$ cat config.mk
export PLATFORM = sky130hd
export DESIGN_NAME = gul_emit_flat
export DESIGN_NICKNAME = d
export VERILOG_FILES = /design/src/hw/rtl/gul_pkg.sv /design/src/hw/rtl/gul_rsp_if.sv /design/src/hw/rtl/gul_emit.sv /design/src/flat_wrapper.sv
export SDC_FILE = /design/constraint.sdc
export NUM_CORES = 1
export LEC_CHECK = 0
export BUFFER_PORTS_ARGS = -buffer_cell sky130_fd_sc_hd__buf_2
export CAP_MARGIN = 5
export CORE_MARGIN = 2
export CORE_UTILIZATION = 45
export CTS_BUF_LIST = sky130_fd_sc_hd__clkbuf_8
export DETAILED_ROUTE_END_ITERATION = 10
export GPL_TIMING_DRIVEN = 1
export PLACE_DENSITY = 0.64
export SLEW_MARGIN = 20
export SYNTH_ARGS = -nofsm -noshare
export SYNTH_HDL_FRONTEND = slang
export SYNTH_SLANG_ARGS = --single-unit
$ cat constraint.sdc
create_clock -name clock -period 23 [get_ports clock]
set_input_delay 1.15 -clock clock [delete_from_list [all_inputs] [get_ports clock]]
set_output_delay 1.15 -clock clock [all_outputs]
set_load 0.005 [all_outputs]
$ cat src/hw/rtl/gul_pkg.sv
package gul_pkg;

   localparam int COORD_BITS = 7;
   localparam int CFG_BITS   = 7;
   localparam int CODES      = 8;
   localparam int CODE_BITS  = 3;
   localparam int BANKS      = 8;
   localparam int BANK_BITS  = 3;

   localparam logic REG_DIMENSION_MODE = 1'b0;
   localparam logic REG_COARSE_WIDTH   = 1'b1;

   localparam logic [CFG_BITS-1:0] WIDTH_RESET = 7'd64;
   localparam logic [CFG_BITS-1:0] WIDTH_MIN   = 7'd2;

   typedef logic [CODES-1:0] code_mask_type;

   localparam code_mask_type LAST_MASK = code_mask_type'(1);

   typedef struct packed {
      logic          load;
      code_mask_type mask;
      logic          x_odd;
      logic          y_odd;
      logic          plane;
   } load_type;

endpackage

$ cat src/hw/rtl/gul_rsp_if.sv
interface gul_rsp_if #(
   parameter int SAMPLE_BITS = 16
);
   logic                                valid;
   logic                                ready;
   logic signed [SAMPLE_BITS-1:0]       fine_value;
   logic [gul_pkg::COORD_BITS-1:0]      fine_x;
   logic [gul_pkg::COORD_BITS-1:0]      fine_y;
   logic [gul_pkg::COORD_BITS-1:0]      fine_z;
   logic                                last_of_run;

   modport source (
      output valid, output fine_value, output fine_x, output fine_y, output fine_z,
      output last_of_run, input ready
   );
   modport sink (
      input valid, input fine_value, input fine_x, input fine_y, input fine_z,
      input last_of_run, output ready
   );
endinterface

$ cat src/hw/rtl/gul_emit.sv
module gul_emit #(
   parameter int SAMPLE_BITS = 16,
   parameter int POS_BITS    = 6
) (
   input  logic                          clock,
   input  logic                          reset,
   input  gul_pkg::load_type             load,
   input  logic [POS_BITS-1:0]           load_x,
   input  logic [POS_BITS-1:0]           load_y,
   input  logic [POS_BITS-1:0]           load_z,
   input  logic signed [SAMPLE_BITS-1:0] load_sample,
   input  logic signed [SAMPLE_BITS-1:0] corner_data [gul_pkg::BANKS],
   output logic                          work_ready,
   gul_rsp_if.source                     rsp
);

   localparam int SUM_BITS = SAMPLE_BITS + 3;

   gul_pkg::code_mask_type          mask_ff, mask_in;
   logic [POS_BITS-1:0]             x_ff, y_ff, z_ff;
   logic                            x_odd_ff, y_odd_ff, plane_ff;
   logic signed [SAMPLE_BITS-1:0]   sample_ff;

   logic                            out_valid_ff, out_valid_in;
   logic signed [SAMPLE_BITS-1:0]   value_ff, value_in;
   logic [gul_pkg::COORD_BITS-1:0]  fx_ff, fx_in, fy_ff, fy_in, fz_ff, fz_in;
   logic                            last_ff, last_in;

   logic [gul_pkg::CODE_BITS-1:0]   code_sel;
   logic signed [SAMPLE_BITS-1:0]   corner_val [gul_pkg::CODES];
   logic signed [SUM_BITS-1:0]      sum;
   logic [1:0]                      shift_k;
   logic                            out_free;
   logic                            step;

   // highest pending offset code goes first
   always_comb begin
      code_sel = '0;
      for (int i = 0; i < gul_pkg::CODES; i++) begin
         if (mask_ff[i]) begin
            code_sel = gul_pkg::CODE_BITS'(i);
         end
      end
   end

   // corner {c,b,a}: plane toggles with c, parities with b and a
   always_comb begin
      for (int i = 0; i < gul_pkg::CODES; i++) begin
         logic [gul_pkg::CODE_BITS-1:0] ci;
         ci = gul_pkg::CODE_BITS'(i);
         corner_val[i] = corner_data[{plane_ff ^ ci[2], y_odd_ff ^ ci[1], x_odd_ff ^ ci[0]}];
      end
      corner_val[0] = sample_ff;
   end

   always_comb begin
      sum = '0;
      for (int i = 0; i < gul_pkg::CODES; i++) begin
         if ((gul_pkg::CODE_BITS'(i) & ~code_sel) == '0) begin
            sum = sum + SUM_BITS'(corner_val[i]);
         end
      end
      shift_k = 2'(code_sel[0]) + 2'(code_sel[1]) + 2'(code_sel[2]);
   end

   assign out_free   = !out_valid_ff || rsp.ready;
   assign step       = (mask_ff != '0) && out_free;
   assign work_ready = (mask_ff == '0) || (step && mask_ff == gul_pkg::LAST_MASK);

   always_comb begin
      mask_in = mask_ff;
      if (load.load) begin
         mask_in = load.mask;
      end else if (step) begin
         mask_in = mask_ff & ~(gul_pkg::code_mask_type'(1) << code_sel);
      end

      out_valid_in = out_valid_ff;
      if (step) begin
         out_valid_in = 1'b1;
      end else if (rsp.ready) begin
         out_valid_in = 1'b0;
      end

      value_in = SAMPLE_BITS'(sum >>> shift_k);
      fx_in    = gul_pkg::COORD_BITS'({x_ff, 1'b0} - (POS_BITS + 1)'(code_sel[0]));
      fy_in    = gul_pkg::COORD_BITS'({y_ff, 1'b0} - (POS_BITS + 1)'(code_sel[1]));
      fz_in    = gul_pkg::COORD_BITS'({z_ff, 1'b0} - (POS_BITS + 1)'(code_sel[2]));
      last_in  = (code_sel == '0);
   end

   always_ff @(posedge clock) begin
      if (reset) begin
         mask_ff      <= '0;
         out_valid_ff <= 1'b0;
      end else begin
         mask_ff      <= mask_in;
         out_valid_ff <= out_valid_in;
      end
   end

   always_ff @(posedge clock) begin
      if (load.load) begin
         x_ff      <= load_x;
         y_ff      <= load_y;
         z_ff      <= load_z;
         x_odd_ff  <= load.x_odd;
         y_odd_ff  <= load.y_odd;
         plane_ff  <= load.plane;
         sample_ff <= load_sample;
      end
      if (step) begin
         value_ff <= value_in;
         fx_ff    <= fx_in;
         fy_ff    <= fy_in;
         fz_ff    <= fz_in;
         last_ff  <= last_in;
      end
   end

   assign rsp.valid       = out_valid_ff;
   assign rsp.fine_value  = value_ff;
   assign rsp.fine_x      = fx_ff;
   assign rsp.fine_y      = fy_ff;
   assign rsp.fine_z      = fz_ff;
   assign rsp.last_of_run = last_ff;

endmodule

$ cat src/flat_wrapper.sv
// flat-port wrapper written by rule: the top's interface ports become plain ports
module gul_emit_flat 
#(
   parameter int SAMPLE_BITS = 16,
   parameter int POS_BITS    = 6
)
  (clock, reset, load, load_x, load_y, load_z, load_sample, corner_data, work_ready, rsp_valid, rsp_fine_value, rsp_fine_x, rsp_fine_y, rsp_fine_z, rsp_last_of_run, rsp_ready);
  gul_rsp_if #(.SAMPLE_BITS(SAMPLE_BITS)) rsp_i ();
  input  logic clock;
  input  logic reset;
  input  gul_pkg::load_type load;
  input  logic [POS_BITS-1:0] load_x;
  input  logic [POS_BITS-1:0] load_y;
  input  logic [POS_BITS-1:0] load_z;
  input  logic signed [SAMPLE_BITS-1:0] load_sample;
  input  logic signed [SAMPLE_BITS-1:0] corner_data[gul_pkg::BANKS];
  output logic work_ready;
  output wire logic [$bits(rsp_i.valid)-1:0] rsp_valid;
  output wire logic [$bits(rsp_i.fine_value)-1:0] rsp_fine_value;
  output wire logic [$bits(rsp_i.fine_x)-1:0] rsp_fine_x;
  output wire logic [$bits(rsp_i.fine_y)-1:0] rsp_fine_y;
  output wire logic [$bits(rsp_i.fine_z)-1:0] rsp_fine_z;
  output wire logic [$bits(rsp_i.last_of_run)-1:0] rsp_last_of_run;
  input wire logic [$bits(rsp_i.ready)-1:0] rsp_ready;
  assign rsp_valid = rsp_i.valid;
  assign rsp_fine_value = rsp_i.fine_value;
  assign rsp_fine_x = rsp_i.fine_x;
  assign rsp_fine_y = rsp_i.fine_y;
  assign rsp_fine_z = rsp_i.fine_z;
  assign rsp_last_of_run = rsp_i.last_of_run;
  assign rsp_i.ready = rsp_ready;
  gul_emit #(.SAMPLE_BITS(SAMPLE_BITS), .POS_BITS(POS_BITS)) u_core (.clock(clock), .reset(reset), .load(load), .load_x(load_x), .load_y(load_y), .load_z(load_z), .load_sample(load_sample), .corner_data(corner_data), .work_ready(work_ready), .rsp(rsp_i));
endmodule
# After elaboration in Yosys (flattened, before gate mapping)
# Index checks and enable logic that the tools add are counted.
# W data, S select, Z words.
[op_classes]
eq_ne = 1
n_lt_le_gt_ge = 7
shift = 2
n_bitwise = 13
mux = 39
n_reduce_logical = 17
add_sub_neg = 12
[op_table]
columns = ["op", "count"]
rows = [
  ["$bmux W16 S3", 7],
  ["$mux W16", 14],
  ["$mux W19", 7],
  ["$add A19 B16 Y19", 6],
  ["$ge A4 B4 Y1 const B", 7],
  ["$not A3 Y4", 7],
  ["$logic_not A3 Y1", 8],
  ["$sub A7 B1 Y7", 3],
  ["$sshr A19 B2 Y16", 1],
  ["$mux W3", 6],
  ["$add A16 B16 Y17", 1],
  ["$mux W8", 2],
  ["$and A8 B8 Y8", 1],
  ["$eq A8 B1 Y1 const B", 1],
  ["$logic_not A8 Y1", 1],
  ["$not A8 Y8", 1],
  ["$reduce_bool A8 Y1", 1],
  ["$shl A1 B3 Y8 const A", 1],
  ["$reduce_bool A2 Y1", 2],
  ["$mux W1", 3],
  ["$not A1 Y1", 3],
  ["$not A3 Y3", 1],
  ["$add A1 B1 Y2", 1],
  ["$add A2 B1 Y2", 1],
  ["other kinds (3)", 5],
]
[word_totals]
wordCells = 105
register_bits = 84
input_bits = 177

# Logic depth before layout (Yosys ltp)
[logic_depth]
depth_word = 23
depth_mapped = 63
ltp_nobuf = 59

# Least setup slack after synthesis
# OpenSTA, ideal clock, no wires.
[synth_timing]
kind = "reg2reg"
from = "reg u_core.y_odd_ff"
to = "reg u_core.value_ff[15], in the netlist u_core.rsp.fine_value[15], data pin"
path_buffers = 4
period_less_slack_ns = 11.740
arrival_time_ns = 11.468
stages_incl_launch_ff = 60
setup_ns = 0.272
required_ns = 22.728
slack_ns = 11.260
cell_sequence = "edfxtp_1 > clkbuf_1 > clkbuf_1 > buf_1 > clkbuf_1 > mux4_2 > mux2_2 > ha_1 > inv_1 > fa_1 > nor2b_1 > o21a_1 > nor3_1 > a211oi_1 > or2_2 > ha_1 > o21ai_0 > o21bai_1 > [... 24 more ...] > xor2_1 > nor2_1 > nor2_1 > ha_1 > nand4_1 > or4_1 > a31oi_1 > xor2_1 > mux2_2 > ha_1 > and2_1 > o311ai_0 > and3_1 > or3_1 > a32oi_1 > xnor2_1 > mux2i_1 > mux2i_1"
[synth_between]
elab_chain_cells = 19
elab_cells_between_ends = 44
[synth_lines]
columns = ["element", "line", "text"]
rows = [
  ["start: declaration", "gul_emit.sv:21", "logic x_odd_ff, y_odd_ff, plane_ff;"],
  ["start signal: assignment", "gul_emit.sv:108", "y_odd_ff <= load.y_odd;"],
  ["$not A3 Y4 (not written as such)", "gul_emit.sv:51", "corner_val[i] = corner_data[{plane_ff ^ ci[2], y_odd_ff ^ ci[1], x_odd_ff ^ ci[0]}];"],
  ["$bmux W16 S3", "gul_emit.sv:51", ""],
  ["$mux W16 (not written as such) (2 in series)", "gul_emit.sv:51", ""],
  ["$add A16 B16 Y17", "gul_emit.sv:60", "sum = sum + SUM_BITS'(corner_val[i]);"],
  ["$mux W19", "gul_emit.sv:59", "if ((gul_pkg::CODE_BITS'(i) & ~code_sel) == '0) begin"],
  ["$add A19 B16 Y19", "gul_emit.sv:60", ""],
  ["$mux W19", "gul_emit.sv:59", ""],
  ["$add A19 B16 Y19", "gul_emit.sv:60", ""],
  ["[... 3 more ...]", "--", ""],
  ["$add A19 B16 Y19", "gul_emit.sv:60", ""],
  ["$mux W19", "gul_emit.sv:59", ""],
  ["$add A19 B16 Y19", "gul_emit.sv:60", ""],
  ["$mux W19", "gul_emit.sv:59", ""],
  ["$add A19 B16 Y19", "gul_emit.sv:60", ""],
  ["$mux W19 *", "gul_emit.sv:59", ""],
  ["$sshr A19 B2 Y16 *", "gul_emit.sv:85", "value_in = SAMPLE_BITS'(sum >>> shift_k);"],
  ["named net u_core.value_in[15]", "gul_emit.sv:25", "logic signed [SAMPLE_BITS-1:0] value_ff, value_in;"],
  ["end signal: assignment", "gul_emit.sv:113", "value_ff <= value_in;"],
  ["end: declaration", "gul_emit.sv:25", ""],
]
# Mark *: on every way through the listed nets, which the timed path passes. The rest lies on a longest branch. The select of a mux whose other input is x is not followed.
# A chain may end at the register's enable or synchronous reset.

# Worst setup path in the final report
[layout_timing]
from = "reg u_core.x_odd_ff"
to = "reg u_core.value_ff[15], in the netlist u_core.rsp.fine_value[15], data pin"
[layout_between]
elab_chain_cells = 20
elab_cells_between_ends = 44
[layout_lines]
columns = ["element", "line", "text"]
rows = [
  ["start: declaration", "gul_emit.sv:21", ""],
  ["start signal: assignment", "gul_emit.sv:107", "x_odd_ff <= load.x_odd;"],
  ["$not A1 Y1 (no source line)", "--", ""],
  ["$not A3 Y4 (not written as such)", "gul_emit.sv:51", ""],
  ["$bmux W16 S3", "gul_emit.sv:51", ""],
  ["$mux W16 (not written as such) (2 in series)", "gul_emit.sv:51", ""],
  ["$add A16 B16 Y17", "gul_emit.sv:60", ""],
  ["$mux W19", "gul_emit.sv:59", ""],
  ["$add A19 B16 Y19", "gul_emit.sv:60", ""],
  ["$mux W19", "gul_emit.sv:59", ""],
  ["[... 4 more ...]", "--", ""],
  ["$add A19 B16 Y19", "gul_emit.sv:60", ""],
  ["$mux W19", "gul_emit.sv:59", ""],
  ["$add A19 B16 Y19", "gul_emit.sv:60", ""],
  ["$mux W19", "gul_emit.sv:59", ""],
  ["$add A19 B16 Y19", "gul_emit.sv:60", ""],
  ["$mux W19 *", "gul_emit.sv:59", ""],
  ["$sshr A19 B2 Y16 *", "gul_emit.sv:85", ""],
  ["named net u_core.value_in[15]", "gul_emit.sv:25", ""],
]
# Marked as above.

==> results.tsv <==
stage	metric	value	unit
sta	Tmin final	12.82	ns
power_and_ir_drop	Max VDD drop	0.0000515	V
clock_tree	CTS Hold Bufs	0	
sta	clk_skew	0.0192	ns
worst_hold_path	Min-Delay Startpoint	u_core.y_ff[5]$_DFFE_PP_	
routing	Initial DRT Pass Iterations	5	
global_route	initial antenna violation count	1	
routing	wire per inst	21.8	um
worst_setup_path	Setup crit start	u_core.x_odd_ff$_DFFE_PP_	
routing	post-detailed-routing wire length	48800	um
synth	Main synth FF type	edfxtp_1	
sta	Hold WS	0.563	ns
synth	register area share after synthesis	15.9	%
global_route	Total GRT Usage	27.5	%
clock_tree	CTS tree	done	
cells_and_area	Layout Nets	2094	
routing	Post-route DRC	0	
worst_setup_path	critical path arrival	12.96	ns
global_route	GRT Residual Overflow	0	
routing	vias per inst	6.30	
clock_tree	number of CTS-inserted buffers	9	
power_and_ir_drop	Lkg Pwr	6.97	nW
sta	final hold vios	0	
clock_tree	CTS H-tree depth	3	
sta	Max transition margin	28.7	%
cells_and_area	layout cells sized above 1	30.5	%
die	Die Y	188	um
worst_setup_path	WP buf/inv	2	
synth	Post-Syn Area	15300	um^2
routing	Detail Route Antenna Nets	0	
global_route	vias in the first global route	13557	
place	DP HPWL	39100	um
clock_tree	root buf cell	clkbuf_8	
synth	FF+latch count, synth	84	
synth	Post-Syn Instances	1621	
sta	setup_tns	0	ns
synth	EDFF count, synth	75	
place	placed cells	2218	
die	# rows	67	
synth	Synth warnings	0	
worst_setup_path	Max stage delay on crit path	0.67	ns
die	area of the die	35400	um^2
run	Max-cap violations	0	
global_route	first-pass GRT wire length	75800	um
cells_and_area	final core occ	50.8	%
worst_setup_path	endpoint class of the critical path	flip-flop	
clock_tree	Clk Latency, worst-skew pair	0.42	ns
cells_and_area	Fillers	3097	
clock_tree	clock tree buffer depth	2	
routing	DRT iter0 DRCs	1158	
place	Port Buf Inserts	216	
worst_setup_path	CP max stage cell	o311ai_0	
die	Horiz. Die Dim	188	um
global_route	largest net degree at the start of global routing	113	
cells_and_area	Layout area overhead	11.4	%
run_status	status	complete, no violations	
die	Initial Util	45.6	%
sta	Final Cycle Share	55.7	%
worst_setup_path	CP delay by family, top	compound AO/OA/AOI/OAI gates	
clock_tree	# Post-CTS Setup Buffers	0	
sta	fmax	0.0780	GHz
worst_setup_path	CP required	23.14	ns
synth	Cell variety after synth	83	
die	core area	33400	um^2
die	Ports	217	
worst_setup_path	Setup Crit Path Kind	reg2reg	
synth	async set or reset register ratio after synthesis	0	%
worst_setup_path	crit path max fanout	87	
power_and_ir_drop	Total Power	0.00211	W
sta	RSZ-0062 raised after global routing	no	
worst_hold_path	Hold WC Path Type	reg2reg	
power_and_ir_drop	pwr/cell area	124	nW/um^2
synth	Net Count, Synth	1933	
sta	Final Max Tran Viols	0	
synth	syn_area_per_cell	9.41	um^2
cells_and_area	Post-Layout Cell Count	2235	
clock_tree	Resized Gates After CTS	0	
clock_tree	CTS Sinks	84	
sta	actual slew at the worst max-slew pin	1.06	ns
place	placer congestion estimate	0.953	
clock_tree	Clk pin slew, worst setup/hold paths	0.09	ns
worst_setup_path	CP most frequent cell	ha_1	
worst_setup_path	startpoint type of the worst setup path	flip-flop	
routing	DR vias	14086	
worst_setup_path	reg-to-reg startpoint	u_core.x_odd_ff$_DFFE_PP_	
sta	Final setup viols	0	
[layout by cell type (no fill, tap or decap), types with 14 or more instances in the layout]
| cell type | n |
|---|---|
| and3_1 | 14 |
| mux4_2 | 127 |
| inv_1 | 51 |
| a211oi_1 | 24 |
| nor2_1 | 116 |
| a21oi_1 | 122 |
| xnor2_1 | 71 |
| nand2_1 | 142 |
| a31oi_1 | 14 |
| nor3_1 | 28 |
| o21ai_0 | 76 |
| mux2i_1 | 40 |
| mux2_2 | 122 |
| nand3_1 | 26 |
| edfxtp_1 | 75 |
| xor2_1 | 33 |
| buf_2 | 216 |
| nand2b_1 | 14 |
| a21o_1 | 38 |
| o21bai_1 | 15 |
| ha_1 | 127 |
| o21a_1 | 27 |
[through the flow]
stage / setup slack, ns / instance area [um^2]
2_1_floorplan: 11.26 / 15300
5_1_grt: 9.42 / 17000
6_report: 10.18 / 17000
4_1_cts: 10.44 / 17000
3_5_place_dp: 10.29 / 16800
3_3_place_gp: 10.39 / 16800
[routing by layer]
layer  GRT usage (%)  routed length [um]  up-vias
met1            37.3               21200     6877
li1                -                   -     6641
met3            4.12                3170       80
met5               0                   0        -
met4            7.48                1180        0
met2            45.6               23300      488
[state kept, by name, indices dropped and copies added, names as in the netlist]
signal / cells
u_core.mask_ff: 8
u_core.plane_ff: 1
u_core.rsp.fine_value: 16
u_core.rsp.fine_x: 7
u_core.rsp.fine_y: 7
u_core.rsp.fine_z: 7
u_core.rsp.last_of_run: 1
u_core.rsp.valid: 1
u_core.sample_ff: 16
u_core.x_ff: 6
u_core.x_odd_ff: 1
u_core.y_ff: 6
u_core.y_odd_ff: 1
u_core.z_ff: 6
[path summary, 6_finish.rpt]
| kind | cells past startpoint | endpoint | slack [ns] |
|---|---|---|---|
| worst min-delay path | 1 | u_core.rsp.fine_y[6]$_DFFE_PP_ | 0.56 |
| worst min register to register | 1 | u_core.rsp.fine_y[6]$_DFFE_PP_ | 0.56 |
| worst max-delay path | 53 | u_core.rsp.fine_value[15]$_DFFE_PP_ | 10.18 |
| worst max register to register | 53 | u_core.rsp.fine_value[15]$_DFFE_PP_ | 10.18 |
[cell families after synthesis]
logic type / count (synthesis) / synth area share [%]
AO/OA/AOI/OAI: 446 / 19.6
AND/OR/NAND/NOR: 422 / 12.9
multiplexers: 291 / 30.6
buffers and inverters: 138 / 3.42
adder cells (fa/ha/maj): 135 / 11.5
XOR/XNOR: 105 / 6.12
flip-flops: 84 / 15.9
[synth_stat cells (13+ instances only)]
cell / n / area [um^2]
buf_1: 23 / 86.3
clkbuf_1: 57 / 214
o21a_1: 27 / 203
o21ai_0: 76 / 380
inv_1: 51 / 191
a21oi_1: 122 / 611
ha_1: 127 / 1590
edfxtp_1: 75 / 2250
and2_1: 13 / 81.3
nand3_1: 26 / 130
mux4_2: 127 / 2860
nand2_1: 142 / 533
a21o_1: 38 / 285
a211oi_1: 24 / 180
o21bai_1: 15 / 113
mux2_2: 122 / 1370
nand2b_1: 14 / 87.6
nor3_1: 28 / 140
nor2_1: 117 / 439
a31oi_1: 14 / 87.6
and3_1: 14 / 87.6
xor2_1: 33 / 289
mux2i_1: 40 / 400
o31ai_1: 14 / 105
xnor2_1: 71 / 622
[report_power, final]
group / internal (W) / switching [W] / leakage (nW)
logic: 0.000780 / 0.000998 / 6.06
registers: 0.000208 / 0.00000918 / 0.814
clock network: 0.0000505 / 0.0000592 / 0.0999
total: 0.00104 / 0.00107 / 6.97
[layout make-up]
class | count | area, um^2 | share of cell area (%)
timing repair buffer | 233 | 1270 | 7.45
antenna | 1 | 2.50 | 0.0147
tap | 448 | 561 | 3.30
clock inverter | 6 | 73.8 | 0.435
multi-input combinational | 1399 | 12300 | 72.5
sequential | 84 | 2430 | 14.3
clock buffer | 9 | 124 | 0.729
inverter | 55 | 206 | 1.22
Note: power is estimated with default switching activity, not from simulation.
